### config.mk
export PLATFORM = sky130hd
export DESIGN_NAME = query_param_extract_decode_core
export DESIGN_NICKNAME = d
export VERILOG_FILES = /design/src/rtl/core/qpx_pkg.sv /design/src/rtl/core/qpx_front.sv /design/src/rtl/core/qpx_fifo.sv /design/src/rtl/core/qpx_back.sv /design/src/rtl/core/query_param_extract_decode_core.sv
export SDC_FILE = /design/constraint.sdc
export NUM_CORES = 1
export LEC_CHECK = 0
export BUFFER_PORTS_ARGS = -buffer_cell sky130_fd_sc_hd__buf_2
export CAP_MARGIN = 20
export CORE_ASPECT_RATIO = 1.1
export CORE_MARGIN = 3
export CORE_UTILIZATION = 52
export CTS_CLUSTER_SIZE = 28
export DETAILED_ROUTE_END_ITERATION = 16
export PLACE_DENSITY = 0.68
export SLEW_MARGIN = 20
export SYNTH_ARGS = -nofsm -noshare
export SYNTH_HDL_FRONTEND = slang
export SYNTH_SLANG_ARGS = --single-unit
### constraint.sdc
create_clock -name clk_i -period 19.9 [get_ports clk_i]
set_clock_uncertainty 0.05 [all_clocks]
set_input_delay 0.995 -clock clk_i [delete_from_list [all_inputs] [get_ports clk_i]]
set_output_delay 0.995 -clock clk_i [all_outputs]
set_load 0.05 [all_outputs]
### src/rtl/core/qpx_pkg.sv
// shared types, constants and helpers of the query parameter extractor
`timescale 1ns / 1ps

package qpx_pkg;

  localparam int unsigned NameMaxChars = 8;
  localparam int unsigned KeyIdxW      = $clog2(NameMaxChars);
  localparam int unsigned JoinRawMax   = 511;
  localparam int unsigned FifoDepth    = 4;
  localparam int unsigned FifoPtrW     = $clog2(FifoDepth);
  localparam int unsigned FifoCntW     = $clog2(FifoDepth + 1);

  // characters of the query syntax
  localparam logic [7:0] ChPercent = 8'h25;
  localparam logic [7:0] ChPlus    = 8'h2B;
  localparam logic [7:0] ChAmp     = 8'h26;
  localparam logic [7:0] ChEq      = 8'h3D;
  localparam logic [7:0] ChComma   = 8'h2C;
  localparam logic [7:0] ChSpace   = 8'h20;

  // configuration register indexes
  localparam logic [1:0] CfgKeyChars  = 2'd0;
  localparam logic [1:0] CfgKeyLength = 2'd1;
  localparam logic [1:0] CfgOutLimit  = 2'd2;
  localparam logic [1:0] CfgJoinMode  = 2'd3;

  typedef struct packed {
    logic [63:0] key_chars;
    logic [3:0]  key_length;
    logic [16:0] out_limit;
    logic        join_mode;
  } cfg_t;

  // up to three results caused by one input transaction
  typedef struct packed {
    logic [1:0]      cnt;
    logic            rpt;
    logic            found;
    logic [2:0][7:0] bytes;
  } bundle_t;

  // {valid, nibble}; nibble is zero for a non-hex character
  function automatic logic [4:0] hex_val(input logic [7:0] c);
    logic [4:0] r;
    r = 5'b0;
    if (c >= 8'h30 && c <= 8'h39) begin
      r = {1'b1, 4'(c - 8'h30)};
    end else if (c >= 8'h61 && c <= 8'h66) begin
      r = {1'b1, 4'(c - 8'h57)};
    end else if (c >= 8'h41 && c <= 8'h46) begin
      r = {1'b1, 4'(c - 8'h37)};
    end
    return r;
  endfunction

endpackage

### src/rtl/core/qpx_front.sv
// front end: key matching, percent decoding and output budget per query byte
`timescale 1ns / 1ps

module qpx_front (
  input  logic               clk_i,
  input  logic               rst_ni,
  input  qpx_pkg::cfg_t      cfg_i,
  input  logic               accept_i,
  input  logic [7:0]         query_byte_i,
  input  logic               string_end_i,
  output qpx_pkg::bundle_t   bundle_o
);

  logic [3:0]  key_idx_q, key_idx_d;
  logic        key_match_q, key_match_d;
  logic        in_val_q, in_val_d;
  logic        val_sel_q, val_sel_d;
  logic [1:0]  pend_cnt_q, pend_cnt_d;
  logic [7:0]  pend_byte_q, pend_byte_d;
  logic [16:0] raw_cnt_q, raw_cnt_d;
  logic [16:0] out_cnt_q, out_cnt_d;
  logic        first_seen_q, first_seen_d;

  logic [qpx_pkg::NameMaxChars-1:0][7:0] key_bytes;
  logic [3:0]  klen;
  logic [16:0] lim1, cap, avail, out_sum;
  logic [4:0]  hc, hp;
  logic [7:0]  c, want, plain_byte;
  logic [7:0]  s0, s1, c0, c1, c2;
  logic [1:0]  ns, fn;
  logic [2:0]  ncand, na, total;
  logic        fl_en;

  assign key_bytes  = cfg_i.key_chars;
  assign c          = query_byte_i;
  assign klen       = (cfg_i.key_length > 4'(qpx_pkg::NameMaxChars)) ?
                      4'(qpx_pkg::NameMaxChars) : cfg_i.key_length;
  assign lim1       = (cfg_i.out_limit == 17'd0) ? 17'd0 : cfg_i.out_limit - 17'd1;
  assign cap        = cfg_i.join_mode ? 17'(qpx_pkg::JoinRawMax) : lim1;
  assign want       = key_bytes[key_idx_q[qpx_pkg::KeyIdxW-1:0]];
  assign hc         = qpx_pkg::hex_val(c);
  assign hp         = qpx_pkg::hex_val(pend_byte_q);
  assign plain_byte = (c == qpx_pkg::ChPlus) ? qpx_pkg::ChSpace : c;

  // parse state update and the bytes this step wants to emit
  always_comb begin
    key_idx_d    = key_idx_q;
    key_match_d  = key_match_q;
    in_val_d     = in_val_q;
    val_sel_d    = val_sel_q;
    pend_cnt_d   = pend_cnt_q;
    pend_byte_d  = pend_byte_q;
    raw_cnt_d    = raw_cnt_q;
    first_seen_d = first_seen_q;
    ns           = 2'd0;
    s0           = qpx_pkg::ChPercent;
    s1           = pend_byte_q;

    if (c == qpx_pkg::ChAmp) begin
      // flush an unfinished escape of a selected value
      if (in_val_q && val_sel_q) begin
        ns = (pend_cnt_q == 2'd1) ? 2'd1 : (pend_cnt_q == 2'd2) ? 2'd2 : 2'd0;
      end
      key_idx_d   = 4'd0;
      key_match_d = 1'b1;
      in_val_d    = 1'b0;
      val_sel_d   = 1'b0;
      pend_cnt_d  = 2'd0;
      pend_byte_d = 8'd0;
      raw_cnt_d   = 17'd0;
    end else if (!in_val_q) begin
      if (key_idx_q < klen) begin
        if (key_match_q && c == want) begin
          key_idx_d = key_idx_q + 4'd1;
        end else begin
          key_match_d = 1'b0;
          in_val_d    = 1'b1;
          val_sel_d   = 1'b0;
        end
      end else if (key_match_q && c == qpx_pkg::ChEq) begin
        in_val_d     = 1'b1;
        val_sel_d    = 1'b0;
        raw_cnt_d    = 17'd0;
        pend_cnt_d   = 2'd0;
        pend_byte_d  = 8'd0;
        first_seen_d = 1'b1;
        if (cfg_i.out_limit != 17'd0) begin
          if (cfg_i.join_mode) begin
            val_sel_d = 1'b1;
            if (out_cnt_q != 17'd0) begin
              ns = 2'd1;
              s0 = qpx_pkg::ChComma;
            end
          end else begin
            val_sel_d = !first_seen_q;
          end
        end
      end else begin
        key_match_d = 1'b0;
        in_val_d    = 1'b1;
        val_sel_d   = 1'b0;
      end
    end else if (val_sel_q && raw_cnt_q < cap) begin
      raw_cnt_d = raw_cnt_q + 17'd1;
      case (pend_cnt_q)
        2'd1: begin
          if (hc[4]) begin
            pend_byte_d = c;
            pend_cnt_d  = 2'd2;
          end else begin
            // lone percent goes out literally, then the byte as usual
            pend_cnt_d = 2'd0;
            s0         = qpx_pkg::ChPercent;
            if (c == qpx_pkg::ChPercent) begin
              pend_cnt_d = 2'd1;
              ns         = 2'd1;
            end else begin
              s1 = plain_byte;
              ns = 2'd2;
            end
          end
        end
        2'd2: begin
          pend_cnt_d = 2'd0;
          s0         = hc[4] ? {hp[3:0], hc[3:0]} : {4'd0, hp[3:0]};
          ns         = 2'd1;
        end
        default: begin
          pend_cnt_d = 2'd0;
          if (c == qpx_pkg::ChPercent) begin
            pend_cnt_d = 2'd1;
          end else begin
            s0 = plain_byte;
            ns = 2'd1;
          end
        end
      endcase
    end
  end

  // end-of-string flush, candidate list and output budget
  always_comb begin
    fl_en = string_end_i && in_val_d && val_sel_d;
    fn    = !fl_en ? 2'd0 : (pend_cnt_d == 2'd1) ? 2'd1 :
            (pend_cnt_d == 2'd2) ? 2'd2 : 2'd0;
    ncand = {1'b0, ns} + {1'b0, fn};
    c0    = (ns != 2'd0) ? s0 : qpx_pkg::ChPercent;
    c1    = (ns == 2'd2) ? s1 : (ns == 2'd1) ? qpx_pkg::ChPercent : pend_byte_d;
    c2    = (ns == 2'd2) ? qpx_pkg::ChPercent : pend_byte_d;
    avail = (out_cnt_q >= lim1) ? 17'd0 : lim1 - out_cnt_q;
    na    = (avail < {14'd0, ncand}) ? avail[2:0] : ncand;
    out_sum = out_cnt_q + {14'd0, na};
    total = na + {2'd0, string_end_i};

    bundle_o.cnt   = (total > 3'd3) ? 2'd3 : total[1:0];
    bundle_o.rpt   = string_end_i && (na < 3'd3);
    bundle_o.found = (cfg_i.out_limit == 17'd0) ? 1'b0 :
                     cfg_i.join_mode ? (out_sum != 17'd0) : first_seen_d;
    bundle_o.bytes = {c2, c1, c0};

    out_cnt_d = string_end_i ? 17'd0 : out_sum;
  end

  always_ff @(posedge clk_i or negedge rst_ni) begin
    if (!rst_ni) begin
      key_idx_q    <= 4'd0;
      key_match_q  <= 1'b1;
      in_val_q     <= 1'b0;
      val_sel_q    <= 1'b0;
      pend_cnt_q   <= 2'd0;
      pend_byte_q  <= 8'd0;
      raw_cnt_q    <= 17'd0;
      out_cnt_q    <= 17'd0;
      first_seen_q <= 1'b0;
    end else if (accept_i) begin
      out_cnt_q <= out_cnt_d;
      if (string_end_i) begin
        key_idx_q    <= 4'd0;
        key_match_q  <= 1'b1;
        in_val_q     <= 1'b0;
        val_sel_q    <= 1'b0;
        pend_cnt_q   <= 2'd0;
        pend_byte_q  <= 8'd0;
        raw_cnt_q    <= 17'd0;
        first_seen_q <= 1'b0;
      end else begin
        key_idx_q    <= key_idx_d;
        key_match_q  <= key_match_d;
        in_val_q     <= in_val_d;
        val_sel_q    <= val_sel_d;
        pend_cnt_q   <= pend_cnt_d;
        pend_byte_q  <= pend_byte_d;
        raw_cnt_q    <= raw_cnt_d;
        first_seen_q <= first_seen_d;
      end
    end
  end

  a_key_idx_range: assert property (@(posedge clk_i) disable iff (!rst_ni)
    key_idx_q <= 4'(qpx_pkg::NameMaxChars))
    else $error("key index past name length");

  a_escape_only_selected: assert property (@(posedge clk_i) disable iff (!rst_ni)
    !val_sel_q |-> (pend_cnt_q == 2'd0))
    else $error("escape pending outside a selected value");

endmodule

### src/rtl/core/qpx_fifo.sv
// short queue of result bundles between front and back
`timescale 1ns / 1ps

module qpx_fifo (
  input  logic             clk_i,
  input  logic             rst_ni,
  input  logic             wr_en_i,
  input  qpx_pkg::bundle_t wr_data_i,
  input  logic             rd_en_i,
  output qpx_pkg::bundle_t rd_data_o,
  output logic             full_o,
  output logic             empty_o
);

  qpx_pkg::bundle_t                 mem_q [qpx_pkg::FifoDepth];
  logic [qpx_pkg::FifoPtrW-1:0]     wr_ptr_q, rd_ptr_q;
  logic [qpx_pkg::FifoCntW-1:0]     cnt_q;

  assign full_o    = (cnt_q == qpx_pkg::FifoCntW'(qpx_pkg::FifoDepth));
  assign empty_o   = (cnt_q == '0);
  assign rd_data_o = mem_q[rd_ptr_q];

  always_ff @(posedge clk_i) begin
    if (wr_en_i) begin
      mem_q[wr_ptr_q] <= wr_data_i;
    end
  end

  always_ff @(posedge clk_i or negedge rst_ni) begin
    if (!rst_ni) begin
      wr_ptr_q <= '0;
      rd_ptr_q <= '0;
      cnt_q    <= '0;
    end else begin
      if (wr_en_i) begin
        wr_ptr_q <= wr_ptr_q + qpx_pkg::FifoPtrW'(1);
      end
      if (rd_en_i) begin
        rd_ptr_q <= rd_ptr_q + qpx_pkg::FifoPtrW'(1);
      end
      if (wr_en_i && !rd_en_i) begin
        cnt_q <= cnt_q + qpx_pkg::FifoCntW'(1);
      end else if (!wr_en_i && rd_en_i) begin
        cnt_q <= cnt_q - qpx_pkg::FifoCntW'(1);
      end
    end
  end

  a_no_overflow: assert property (@(posedge clk_i) disable iff (!rst_ni)
    wr_en_i |-> (!full_o || rd_en_i))
    else $error("bundle queue overflow");

  a_no_underflow: assert property (@(posedge clk_i) disable iff (!rst_ni)
    rd_en_i |-> !empty_o)
    else $error("bundle queue underflow");

endmodule

### src/rtl/core/qpx_back.sv
// back end: unpacks bundles into single results behind an output register
`timescale 1ns / 1ps

module qpx_back (
  input  logic             clk_i,
  input  logic             rst_ni,
  input  qpx_pkg::bundle_t head_i,
  input  logic             head_empty_i,
  output logic             head_pop_o,
  input  logic             pop_i,
  output logic             empty_o,
  output logic             result_kind_o,
  output logic [7:0]       value_byte_o,
  output logic             found_o,
  output logic             last_o
);

  logic [1:0] pos_q;
  logic       out_valid_q;
  logic       kind_q, found_q, last_q;
  logic [7:0] byte_q;
  logic       load, take, is_last, is_rpt;
  logic [7:0] sel_byte;

  assign load    = !out_valid_q || pop_i;
  assign take    = load && !head_empty_i;
  assign is_last = (pos_q == head_i.cnt - 2'd1);
  assign is_rpt  = head_i.rpt && is_last;
  assign head_pop_o = take && is_last;

  always_comb begin
    case (pos_q)
      2'd0:    sel_byte = head_i.bytes[0];
      2'd1:    sel_byte = head_i.bytes[1];
      default: sel_byte = head_i.bytes[2];
    endcase
  end

  always_ff @(posedge clk_i or negedge rst_ni) begin
    if (!rst_ni) begin
      out_valid_q <= 1'b0;
      pos_q       <= 2'd0;
    end else if (load) begin
      out_valid_q <= take;
      if (take) begin
        pos_q <= is_last ? 2'd0 : pos_q + 2'd1;
      end
    end
  end

  always_ff @(posedge clk_i) begin
    if (take) begin
      kind_q  <= is_rpt;
      byte_q  <= is_rpt ? 8'd0 : sel_byte;
      found_q <= is_rpt && head_i.found;
      last_q  <= is_last;
    end
  end

  assign empty_o       = !out_valid_q;
  assign result_kind_o = kind_q;
  assign value_byte_o  = byte_q;
  assign found_o       = found_q;
  assign last_o        = last_q;

  a_pos_in_bundle: assert property (@(posedge clk_i) disable iff (!rst_ni)
    !head_empty_i |-> (pos_q < head_i.cnt))
    else $error("unpack position beyond bundle");

  a_pos_idle_zero: assert property (@(posedge clk_i) disable iff (!rst_ni)
    head_empty_i |-> (pos_q == 2'd0))
    else $error("unpack position left mid-bundle");

endmodule

### src/rtl/core/query_param_extract_decode_core.sv
// top level of the query parameter extractor with percent decoding
`timescale 1ns / 1ps

// Streams a URL query string in one byte per push transaction, string_end_i
// set on the last byte, and returns the percent-decoded value bytes of every
// key that equals the configured name (first match only, or all matches
// joined by commas), followed by one end-of-string report carrying found.
// A byte is taken in the cycle it is pushed while full is low: the front end
// parses and decodes it in that cycle and queues its results (up to three) as
// one bundle in a four-entry queue; the back end hands out one result per
// cycle while pop is held, from an output register. Items with at most one
// result run at one item per cycle while pop is held; further results go out
// one at a time, which the queue absorbs until it fills and full rises. A
// byte's first result passes the bundle queue, then the output register,
// before it is on the result ports. Registers are to be written through
// cfg_we_i/cfg_idx_i/cfg_wdata_i while the block is idle, which it does not
// enforce: index 0 key_chars, 1 key_length, 2 out_limit, 3 join_mode.

module query_param_extract_decode_core (
  input  logic        clk_i,
  input  logic        rst_ni,
  // configuration writes
  input  logic        cfg_we_i,
  input  logic [1:0]  cfg_idx_i,
  input  logic [63:0] cfg_wdata_i,
  // query byte transactions
  input  logic        push,
  output logic        full,
  input  logic [7:0]  query_byte_i,
  input  logic        string_end_i,
  // result transactions
  output logic        empty,
  input  logic        pop,
  output logic        result_kind_o,
  output logic [7:0]  value_byte_o,
  output logic        found_o,
  output logic        last_o
);

  qpx_pkg::cfg_t    cfg_q;
  qpx_pkg::bundle_t bundle, head;
  logic             accept, fifo_full, fifo_empty, fifo_wr, fifo_rd;

  // configuration registers, reset to the documented defaults
  always_ff @(posedge clk_i or negedge rst_ni) begin
    if (!rst_ni) begin
      cfg_q.key_chars  <= 64'd0;
      cfg_q.key_length <= 4'd1;
      cfg_q.out_limit  <= 17'd128;
      cfg_q.join_mode  <= 1'b0;
    end else if (cfg_we_i) begin
      case (cfg_idx_i)
        qpx_pkg::CfgKeyChars:  cfg_q.key_chars  <= cfg_wdata_i;
        qpx_pkg::CfgKeyLength: cfg_q.key_length <= cfg_wdata_i[3:0];
        qpx_pkg::CfgOutLimit:  cfg_q.out_limit  <= cfg_wdata_i[16:0];
        qpx_pkg::CfgJoinMode:  cfg_q.join_mode  <= cfg_wdata_i[0];
        default: ;
      endcase
    end
  end

  // a byte is taken whenever the bundle queue has room
  assign full    = fifo_full;
  assign accept  = push && !fifo_full;
  // bytes that cause no result leave nothing in the queue
  assign fifo_wr = accept && (bundle.cnt != 2'd0);

  qpx_front u_front (
    .clk_i        (clk_i),
    .rst_ni       (rst_ni),
    .cfg_i        (cfg_q),
    .accept_i     (accept),
    .query_byte_i (query_byte_i),
    .string_end_i (string_end_i),
    .bundle_o     (bundle)
  );

  qpx_fifo u_fifo (
    .clk_i     (clk_i),
    .rst_ni    (rst_ni),
    .wr_en_i   (fifo_wr),
    .wr_data_i (bundle),
    .rd_en_i   (fifo_rd),
    .rd_data_o (head),
    .full_o    (fifo_full),
    .empty_o   (fifo_empty)
  );

  qpx_back u_back (
    .clk_i         (clk_i),
    .rst_ni        (rst_ni),
    .head_i        (head),
    .head_empty_i  (fifo_empty),
    .head_pop_o    (fifo_rd),
    .pop_i         (pop),
    .empty_o       (empty),
    .result_kind_o (result_kind_o),
    .value_byte_o  (value_byte_o),
    .found_o       (found_o),
    .last_o        (last_o)
  );

endmodule

# Word level (Yosys, flattened, before mapping)
# Memory sizes are Yosys's and may differ from the RTL's.
# Cells that the tools add are included.
# word_totals
inputBits,80
reg_bits,159
memories,1
mem_bits_rw,112
out_inout_bits,13
# mem_list
name,words,word_bits,rd,rd_ports_with_merged_regs,write_ports,line_no,rtl
u_fifo.mem_q,4,28,1,0,1,qpx_fifo.sv:15,qpx_pkg::bundle_t mem_q [qpx_pkg::FifoDepth];
# op_classes
order_cmp,20
eq_ne,22
n_addsub,19
muxes,115
reduce_logical,49
# ops
cell,n
8-bit two-way mux,29
17-bit two-way mux,10
17-bit nonzero test,3
2-bit two-way mux,24
4-bit two-way mux,10
8-bit by 6-bit equality test with 1-bit output (second input constant),4
8-bit by 7-bit greater-or-equal comparator with 1-bit output (second input constant),4
8-bit by 7-bit less-or-equal comparator with 1-bit output (second input constant),4
8-bit one-hot mux with 2 select lines,2
1-bit two-way mux,31
8-bit binary-select mux with 3-bit select,1
1-bit logical AND,21
17-bit by 1-bit adder with 17-bit output (second input constant),1
17-bit by 3-bit adder with 17-bit output,1
17-bit greater-or-equal comparator,1
17-bit zero test,1
17-bit less-than comparator,1
17-bit by 3-bit less-than comparator with 1-bit output,1
17-bit by 1-bit subtractor with 17-bit output (second input constant),1
17-bit subtractor,1
8-bit by 6-bit greater-or-equal comparator with 1-bit output (second input constant),2
8-bit by 6-bit less-or-equal comparator with 1-bit output (second input constant),2
4-bit by 3-bit subtractor with 4-bit output (second input constant),4
5-bit two-way mux,3
other kinds (33),63

# Longest topological paths before layout
# Gate-level depths: netlist of the first run.
# depth
word_depth,26
depth_mapped,44
mapped_depth_nobuf,41

# By module
# A second synthesis of the first run with hierarchy kept.
# unflattened
hier_cells,1240
area_unflattened_um2,14881.8
# by_module_without_submodules
mod,area_per_inst_um2,seq_area_each_um2,instances,cells_per_inst
qpx_front,6451.2,1302.5,1,812
qpx_fifo,4435.5,3538.4,1,180
query_param_extract_decode_core,3261.9,2154.6,1,186
qpx_back,733.2,405.4,1,62

# Least setup slack after synthesis of the first run
# OpenSTA, ideal clock, no wires.
# synth_path
path_kind,reg-to-reg
from,reg cfg_q[3] in the netlist's numbering
to,mem u_fifo.mem_q[0][24] in the netlist's numbering (data pin)
arrival_time_ps,9252
n_path_buf,2
stages_incl_launch_ff,39
setup_slack_ps,10319
required_ps,19570
setup_time_ps,280
period_less_slack_ps,9581
cell_sequence,dfrtp_1 or4_1 or3_1 nor4_1 nand2_1 or3_1 nor3_1 xnor2_1 nor2_1 nand2_1 ha_1 or2_2 a21oi_1 a21oi_1 or3_1 buf_2 or2_2 buf_1 [... 3 more ...] inv_1 fa_1 ha_1 or3b_2 o221ai_1 a21boi_1 mux2_2 fa_1 nor2b_1 nor2_1 nor4_1 and3_1 nor2b_1 and3_1 and3_1 mux2i_1 nor4_1 nor3_1
# synth_lines
item,line_no,rtl
start: declaration,query_param_extract_decode_core.sv:40,qpx_pkg::cfg_t cfg_q;
end: declaration,qpx_fifo.sv:15,

==> results of run 1 <==
==> per-stage QoR <==
step	hold WS (ns)	total power [mW]	worst slack, ns	utilization (%)	instance area (um2)
finish	0.404	1.92	9.28	59.4	16700
CTS	0.430	1.94	9.35	59.3	16700
global placement	0.425	1.39	9.62	55.9	15700
floorplan	0.406	1.23	10.32	-	15000
global route	0.439	2.03	8.25	59.4	16700
detailed placement	0.427	1.40	9.40	55.9	15700
==> synthesized netlist by cell type, types with 26 or more instances <==
cell type	instances	area, um2
inv_1	54	203
dfrtp_1	145	3630
a21oi_1	63	315
o21ai_0	64	320
nand2_1	118	443
clkbuf_1	51	191
nand3_1	29	145
ha_1	64	801
nor2_1	83	312
xnor2_1	33	289
edfxtp_1	123	3690
nor3_1	26	130
mux2_2	93	1050
mux4_2	44	991
==> metal layers <==
metal | part of all wire (%) | GRT usage (%) | up-vias | wire length [um]
met5 | 0 | 0 | - | 0
met1 | 44 | 30.8 | 5025 | 14700
met3 | 5.1 | 2.99 | 46 | 1720
met2 | 49 | 37.4 | 263 | 16500
li1 | - | - | 4953 | -
met4 | 1.9 | 4.62 | 0 | 649
==> state kept, by name, indices dropped and copies added, names as in the netlist, 3 cells and up <==
name and count:
u_fifo.mem_q 112, cfg_q 86, u_front.out_cnt_q 17, u_front.raw_cnt_q 17
u_back.value_byte_o 8, u_front.pend_byte_q 8, u_front.key_idx_q 4, u_fifo.cnt_q 3
==> worst max-delay path, delay by kind of cell, from the launching register on <==
kind / cells / cell delay, ns
AOI/OAI and AO/OA: 5 / 1.14
xor gates and xnor gates: 1 / 0.09
muxes: 2 / 0.31
adders and majority gates: 6 / 1.69
DFF: 1 / 0.42
and+or+nand+nor: 22 / 6.48
buffers and inverters: 2 / 0.11
==> how the worst max path moves through the flow <==
stage	startpoint	end	slack, ns	cells past startpoint
floorplan	cfg_q[3]	u_fifo.mem_q[0][24]	10.32	38
global placement	cfg_q[3]	u_fifo.mem_q[0][24]	9.62	38
detailed placement	cfg_q[3]	u_fifo.mem_q[2][24]	9.40	38
CTS	cfg_q[3]	u_fifo.mem_q[0][24]	9.35	38
global route	cfg_q[3]	u_fifo.mem_q[0][24]	8.25	40
finish	cfg_q[3]	u_fifo.mem_q[0][24]	9.28	38
==> power by group through the flow <==
stage / registers (mW) / clock network [mW] / logic [mW]
finish: 0.748 / 0.535 / 0.638
global route: 0.760 / 0.569 / 0.706
CTS: 0.749 / 0.545 / 0.645
detailed placement: 0.760 / 0 / 0.642
global placement: 0.755 / 0 / 0.633
floorplan: 0.775 / 0 / 0.455
==> cell type report <==
cell class	instances	area (um2)
repair buffers	102	562
clock inverters	18	184
clock buffers	36	772
fillers	2295	11400
inverters	55	206
multi-input cells	908	7110
well taps	363	454
flip-flops and latches	271	7400
==> cell families (layout without fill, tap and decap cells) <==
group | count (synthesis) | after routing | share of synthesized area [%]
simple gates | 394 | 394 | 13.5
buf+inv | 121 | 211 | 3.13
fa+ha+maj | 68 | 68 | 5.88
xor+xnor | 51 | 51 | 2.98
flops | 271 | 271 | 49.4
compound gates | 240 | 240 | 10.2
mux | 155 | 155 | 14.9
==> cell usage in the layout (no fill, tap or decap), types with 10 or more instances in the layout <==
master	synthesis	layout
dfrtp_1	145	144
edfxtp_1	123	123
nand2_1	118	118
mux2_2	93	93
buf_2	6	91
nor2_1	83	82
o21ai_0	64	64
ha_1	64	64
a21oi_1	63	63
inv_1	54	54
mux4_2	44	44
xnor2_1	33	33
nand3_1	29	29
clkbuf_16	0	29
nor3_1	26	26
and3_1	22	22
or3_1	18	18
xor2_1	18	18
mux2i_1	16	16
a22oi_1	16	16
a21o_1	15	15
nand4_1	14	14
nor2b_1	14	14
and2_1	10	10
==> run summary, run 1 <==
Status -> completed
Drt pass-1 iters -> 6
CP max stage delay -> 0.67 ns
Clock power frac -> 27.8%
Setup Total Neg Slack -> 0 ns
Final cell count without fillers -> 1753
Max clock buf depth -> 3
Critical R2R Capture -> u_fifo.mem_q[0][24]
Startpoint Class -> register
Worst path slowest cell -> nor4_1
Core area -> 28100 um2
CTS tree -> built
Drt first-iter violations -> 725
Sequential Power Share -> 39.0%
Peak VDD IR -> 122 uV
Mapped Area -> 15000 um2
Syn_nets -> 1448
P&R area growth vs syn -> 11.5%
Via count -> 10287
Placer Congestion -> 0.898
CTS Hold Buffers Added -> 0
Chip height -> 184 um
Mapped Cells -> 1300
Total I/O pin count -> 93
Detailed Route WL -> 33.6 mm
Final Setup Violations -> 0
Drt wl/cell -> 19.2 um
Gate power share -> 33.2%
Row cnt -> 64
H-tree depth -> 1
Switching pwr -> 0.638 mW
Achievable Freq -> 0.0942 GHz
PortBufs -> 92
Req. time, crit path -> 20.09 ns
Top FF cell, synth -> dfrtp_1
Fraction of registers with async set/reset -> 54.6%
Largest net degree at the start of global routing -> 80
Ant. Diodes -> 0
Die width -> 168 um
Detailed-route DRC error count -> 0
Number of global-route vias before repair -> 10401
Post-Place Cells -> 1698
Rel. slew slack -> 36.9%
Initial Util -> 53.3%
Sequential-to-total area share from yosys stat -> 49.4%
Clock Tree Root -> clkbuf_16
Pint -> 1.28 mW
Worst Path Max Fanout -> 11
Clk Latency, worst-skew pair -> 0.54 ns
Worst Tran Pin Value -> 0.943 ns
Layout net count -> 1515
Sw frac -> 33.2%
CP endpoint kind -> register
Synth Register Bits -> 271
Clock tree sinks -> 271
Worst EP arrival -> 10.81 ns
Synth Warn # -> 0
Tcrit/Tclk final -> 53.4%
Worst r2r path cells -> 38
Initial antenna violation count -> 0
Inserted Clock Buffers -> 29
Worst r2r src -> cfg_q[3]
EDFF count, synth -> 123
RSZ-0062 raised after global routing -> false
Routed Antenna Nets -> 0
Total GRT Usage -> 22.1%
Final Slew Violations -> 0
Post-Syn Area per Cell -> 11.5 um2
Setup repair bufs after CTS -> 0
Total power divided by cell area -> 115 nW/um2
Post-layout minimum cycle time -> 10.62 ns
Static leakage -> 6.74 nW
CP Class -> register to register
Max cap viols -> 0
Global-route wire length before repair -> 55.5 mm
R2r setup slk -> 9.28 ns
Worst min path class -> input port to async pin
Die area -> 30900 um2
Final Hold Vio Count -> 0
Gr ovfl total -> 0
CP most frequent cell -> ha_1
Placed wire-length estimate -> 24.4 mm
Reg clk slew, reported paths -> 0.06 ns
Layout cell share with drive strength beyond 1 -> 22.9%
Vias per cell -> 5.87
Post-cts resize count -> 0
Yosys cell types -> 81
(Power assumes the default switching activity.)
==> inputs of run 2 (changes only) <==
--- a/config.mk
+++ b/config.mk
@@ -12,7 +12,7 @@
 export CORE_UTILIZATION = 52
 export CTS_CLUSTER_SIZE = 28
 export DETAILED_ROUTE_END_ITERATION = 16
-export PLACE_DENSITY = 0.68
+export PLACE_DENSITY = 0.71
 export SLEW_MARGIN = 20
 export SYNTH_ARGS = -nofsm -noshare
 export SYNTH_HDL_FRONTEND = slang
==> constraint.sdc (replaced) <==
create_clock -name clk_i -period 8.52 [get_ports clk_i]
set_clock_uncertainty 0.05 [all_clocks]
set_input_delay 0.426 -clock clk_i [delete_from_list [all_inputs] [get_ports clk_i]]
set_output_delay 0.426 -clock clk_i [all_outputs]
set_load 0.05 [all_outputs]
==> run summary, run 2 (synthesis results as in run 1) <==
Status -> completed
Static leakage -> 7.07 nW
Final Setup Violations -> 0
Layout net count -> 1570
Worst min path class -> input port to register
Placed wire-length estimate -> 25.1 mm
R2r setup slk -> 0.10 ns
CP max stage delay -> 0.53 ns
Pre-CTS setup slack -> -0.169 ns
Max cap viols -> 0
Achievable Freq -> 0.119 GHz
CP most frequent cell -> or3_4
PortBufs -> 92
Largest Register -> u_fifo.mem_q
Post-Place Cells -> 1746
Ant. Diodes -> 0
Startpoint Class -> register
Final cell count without fillers -> 1808
Min Hold Slack -> 0.0254 ns
Max clock buf depth -> 3
Total power divided by cell area -> 272 nW/um2
Core area -> 28100 um2
Commonest non-fill, non-tap cells in the layout -> dfrtp_1 (144), edfxtp_1 (123), nand2_1 (117), mux2_2 (91), buf_2 (91)
CP endpoint kind -> register
Global-route wire length before repair -> 57.7 mm
Worst Path Max Fanout -> 3
Post-layout minimum cycle time -> 8.42 ns
Clock tree sinks -> 271
Req. time, crit path -> 8.91 ns
Worst EP arrival -> 8.81 ns
Hold path startpoint -> pop
Row cnt -> 64
Vias per cell -> 5.95
Hold Path Depth -> 2
Hold endpoint -> u_back.out_valid_q
Total I/O pin count -> 93
Clk Latency, worst-skew pair -> 0.57 ns
Clock Tree Root -> clkbuf_16
Initial Util -> 53.3%
Layout cell share with drive strength beyond 1 -> 29.9%
Die width -> 168 um
Chip height -> 184 um
Inserted Clock Buffers -> 29
Worst Tran Pin Value -> 0.895 ns
Initial antenna violation count -> 0
Drt first-iter violations -> 674
Placer Congestion -> 0.907
Worst r2r path cells -> 36
Total GRT Usage -> 22.9%
Worst r2r src -> cfg_q[4]
Worst path slowest cell -> or4_4
RSZ-0062 raised after global routing -> true
H-tree depth -> 1
P&R area growth vs syn -> 17.4%
Critical R2R Capture -> u_fifo.cnt_q[1]
Reg clk slew, reported paths -> 0.07 ns
Detailed Route WL -> 35.6 mm
Routed Antenna Nets -> 0
Drt pass-1 iters -> 5
Rel. slew slack -> 39.7%
Peak VDD IR -> 303 uV
Detailed-route DRC error count -> 0
Via count -> 10763
CP Class -> register to register
Final Slew Violations -> 0
Tcrit/Tclk final -> 98.8%
Drt wl/cell -> 19.7 um
Final Hold Vio Count -> 0
Number of global-route vias before repair -> 10906
Max FFs per register -> 112
Largest net degree at the start of global routing -> 85
Setup WS post-layout -> 0.101 ns
CTS tree -> built
Die area -> 30900 um2
Top Registers -> u_fifo.mem_q x112, cfg_q x86
Total power -> 4.78 mW
Gr ovfl total -> 0
Most common cell after layout, fill and taps aside -> dfrtp_1
==> run 2: changes by cell type in the layout (fill, tap and decap cells not counted), moves of 5 or more <==
cell / delta
ha_4: +6
ha_1: -8
and3_1: -8
or3_4: +5
or3_1: -5
and3_4: +12
buf_4: +55
nor3_1: -5
==> run 2: repair_timing <==
item / CTS / global route
buffers inserted: 2 / 5
pin swaps: 6 / 9
endpoints found under the setup margin: 6 / 121
hold endpoints to repair: 82 / 0
resized for setup: 5 / 30
hold buffers: 1 / 0
==> run 2: area by class of cell <==
type / instances / area, um2
timing repair buffer: 157 / 957
sequential: 271 / 7400
fill: 2164 / 10500
clock buffer: 30 / 729
clock inverter: 24 / 343
tap: 363 / 454
multi-input combinational: 908 / 7480
inverter: 55 / 209
==> run 2: layer usage <==
layer	up-vias	share of wire [%]	GRT usage, %
met5	-	0	0
met4	0	2.0	5.76
met3	57	5.7	3.31
met2	321	51	40.5
met1	5328	41	30.0
li1	5057	-	-
==> run 2: worst max-delay path by stage <==
stage | cells past startpoint | end | slack, ns | from
after floorplan | 41 | u_fifo.mem_q[0][24] | -0.08 | cfg_q[3]
after global placement | 39 | u_fifo.mem_q[0][24] | -0.02 | cfg_q[4]
after detailed placement | 40 | u_fifo.mem_q[0][24] | -0.17 | cfg_q[4]
after CTS | 34 | u_fifo.cnt_q[1] | 0.09 | cfg_q[1]
after global routing | 39 | u_fifo.mem_q[2][24] | -0.32 | cfg_q[4]
final | 36 | u_fifo.cnt_q[1] | 0.10 | cfg_q[4]
==> run 2: report_power, final <==
group,internal [mW],switching (mW)
clock network,0.847,0.555
registers,1.62,0.155
logic,0.723,0.883
total,3.19,1.59
==> run 2: worst max-delay path: cells and delay by family (launching register included) <==
family	cells	cell delay, ns
AOI/OAI and AO/OA	6	1.05
xor gates and xnor gates	1	0.10
adders and majority gates	8	2.23
buffers and inverters	2	0.09
DFF	1	0.38
muxes	3	0.74
and+or+nand+nor	16	3.63
==> run 2: stage by stage <==
step                TNS (ns)  util, %  cell area (um2)
floorplan             -0.301        -            15200
global placement     -0.0707     57.8            16300
detailed placement    -0.809     57.8            16300
CTS                        0     61.8            17400
global route           -1.89     62.5            17600
finish                     0     62.5            17600
==> inputs of run 3 (changes only) <==
--- a/config.mk
+++ b/config.mk
@@ -12,6 +12,7 @@
 export CORE_UTILIZATION = 52
 export CTS_CLUSTER_SIZE = 28
 export DETAILED_ROUTE_END_ITERATION = 16
+export HOLD_SLACK_MARGIN = 0.08
 export PLACE_DENSITY = 0.71
 export SLEW_MARGIN = 20
 export SYNTH_ARGS = -nofsm -noshare
==> run summary, run 3 (synthesis results as in run 1) <==
CP endpoint kind -> register
Achievable Freq -> 0.119 GHz
Final Slew Violations -> 0
H-tree depth -> 1
Final Setup Violations -> 0
Global-route wire length before repair -> 59.9 mm
Reg clk slew, reported paths -> 0.07 ns
Post-layout minimum cycle time -> 8.42 ns
Top Registers -> u_fifo.mem_q x112, cfg_q x86
Max cap viols -> 0
Filler cells -> 2082
Most common cell after layout, fill and taps aside -> dfrtp_1
Clock power frac -> 29.2%
Commonest non-fill, non-tap cells in the layout -> dfrtp_1 (144), edfxtp_1 (123), nand2_1 (117), mux2_2 (91), buf_2 (91)
Req. time, crit path -> 8.91 ns
Core area -> 28100 um2
Tcrit/Tclk final -> 98.8%
Number of global-route vias before repair -> 11179
Routed Antenna Nets -> 0
PortBufs -> 92
Worst path slowest cell -> or4_4
RSZ-0062 raised after global routing -> true
Rel. slew slack -> 40.3%
Max clock buf depth -> 3
Ant. Diodes -> 0
Initial Util -> 53.3%
Status -> completed
Chip height -> 184 um
FF/Latch Area -> 7400 um2
Clk Latency, worst-skew pair -> 0.57 ns
Vias per cell -> 5.91
Via count -> 11033
Detailed Route WL -> 37.1 mm
Gate power share -> 33.9%
Detailed-route DRC error count -> 0
P&R area growth vs syn -> 21.3%
Worst Tran Pin Value -> 0.886 ns
CP most frequent cell -> or3_4
Sw frac -> 33.4%
CTS tree -> built
Drt first-iter violations -> 778
Worst min path class -> input port to register
Total power divided by cell area -> 265 nW/um2
Total I/O pin count -> 93
Max FFs per register -> 112
Pre-CTS setup slack -> -0.169 ns
Peak VDD IR -> 304 uV
Startpoint Class -> register
Placed wire-length estimate -> 25.1 mm
Final Hold Vio Count -> 0
Switching pwr -> 1.60 mW
Die width -> 168 um
Placer Congestion -> 0.907
Row cnt -> 64
Drt pass-1 iters -> 5
Initial antenna violation count -> 0
Setup WS post-layout -> 0.102 ns
Area of the multi-input gates -> 7480 um2
Static leakage -> 7.31 nW
Sequential Power Share -> 36.9%
CP Class -> register to register
Inserted Clock Buffers -> 29
Drt wl/cell -> 19.9 um
Layout cell share with drive strength beyond 1 -> 28.7%
Pint -> 3.20 mW
Gr ovfl total -> 0
Largest Register -> u_fifo.mem_q
Total GRT Usage -> 23.9%
Layout net count -> 1628
Die area -> 30900 um2
Clock Tree Root -> clkbuf_16
Clock tree sinks -> 271
Worst Path Max Fanout -> 3
Largest net degree at the start of global routing -> 85
R2r setup slk -> 0.10 ns
Worst EP arrival -> 8.81 ns
Setup Total Neg Slack -> 0 ns
CP max stage delay -> 0.53 ns
Final core occ -> 64.6%
-- run 3: cell count changes in the layout (fill, tap and decap cells not counted) --
cell and change:
dlygate4sd3_1 +58
-- run 3: metrics by stage --
| stage | total power [mW] | hold slack (ns) | cell area, um2 | cells |
|---|---|---|---|---|
| 2_1_floorplan | 2.91 | 0.0804 | 15200 | 1300 |
| 3_3_place_gp | 3.31 | 0.430 | 16300 | 1746 |
| 3_5_place_dp | 3.35 | 0.433 | 16300 | 1746 |
| 4_1_cts | 4.79 | 0.0824 | 18000 | 1861 |
| 5_1_grt | 5.05 | 0.0885 | 18200 | 1866 |
| 6_report | 4.81 | 0.0963 | 18200 | 1866 |
-- run 3: what timing repair did --
item	in CTS	in global routing
pin swaps	6	9
hold endpoints to repair	150	0
buffers inserted	2	5
endpoints found under the setup margin	6	121
gates resized for setup	5	30
hold buffers	59	0
-- run 3: final cells by class --
type	count	share of cell area, %
inverter	55	1.15
sequential	271	40.8
clock inverter	24	1.89
multi-input combinational	908	41.2
timing repair buffer	215	8.47
clock buffer	30	4.02
tap	363	2.50
-- run 3: power groups by stage --
| stage | clock (mW) | sequential, mW | combinational, mW |
|---|---|---|---|
| final | 1.40 | 1.78 | 1.63 |
| after global routing | 1.47 | 1.81 | 1.77 |
| after CTS | 1.42 | 1.77 | 1.60 |
| after detailed placement | 0 | 1.80 | 1.56 |
| after global placement | 0 | 1.79 | 1.52 |
| after floorplan | 0 | 1.81 | 1.09 |
-- run 3: path summary, 6_finish.rpt --
path                                 start               to  cells after the start
min in group asynchronous           rst_ni  u_fifo.cnt_q[1]                      2
max reg2reg                       cfg_q[4]  u_fifo.cnt_q[1]                     36
min reg2reg                u_fifo.cnt_q[2]  u_fifo.cnt_q[2]                      1
min                         cfg_wdata_i[5]         cfg_q[6]                      2
max                               cfg_q[4]  u_fifo.cnt_q[1]                     36
max in group asynchronous           rst_ni        cfg_q[85]                      3
-- run 3: critical path, delay by kind of cell, from the launching register on --
family,cells,cell delay [ns]
AND/OR/NAND/NOR,16,3.63
adder cells (fa/ha/maj),8,2.23
AO/OA/AOI/OAI,6,1.05
multiplexers,3,0.74
flip-flops,1,0.38
XOR/XNOR,1,0.10
buffers and inverters,2,0.09
-- run 3: routing by layer --
layer / track usage (%) / wire (um)
met1: 31.2 / 15500
met2: 42.0 / 18900
met3: 2.99 / 1680
met4: 7.10 / 1010
met5: 0 / 0
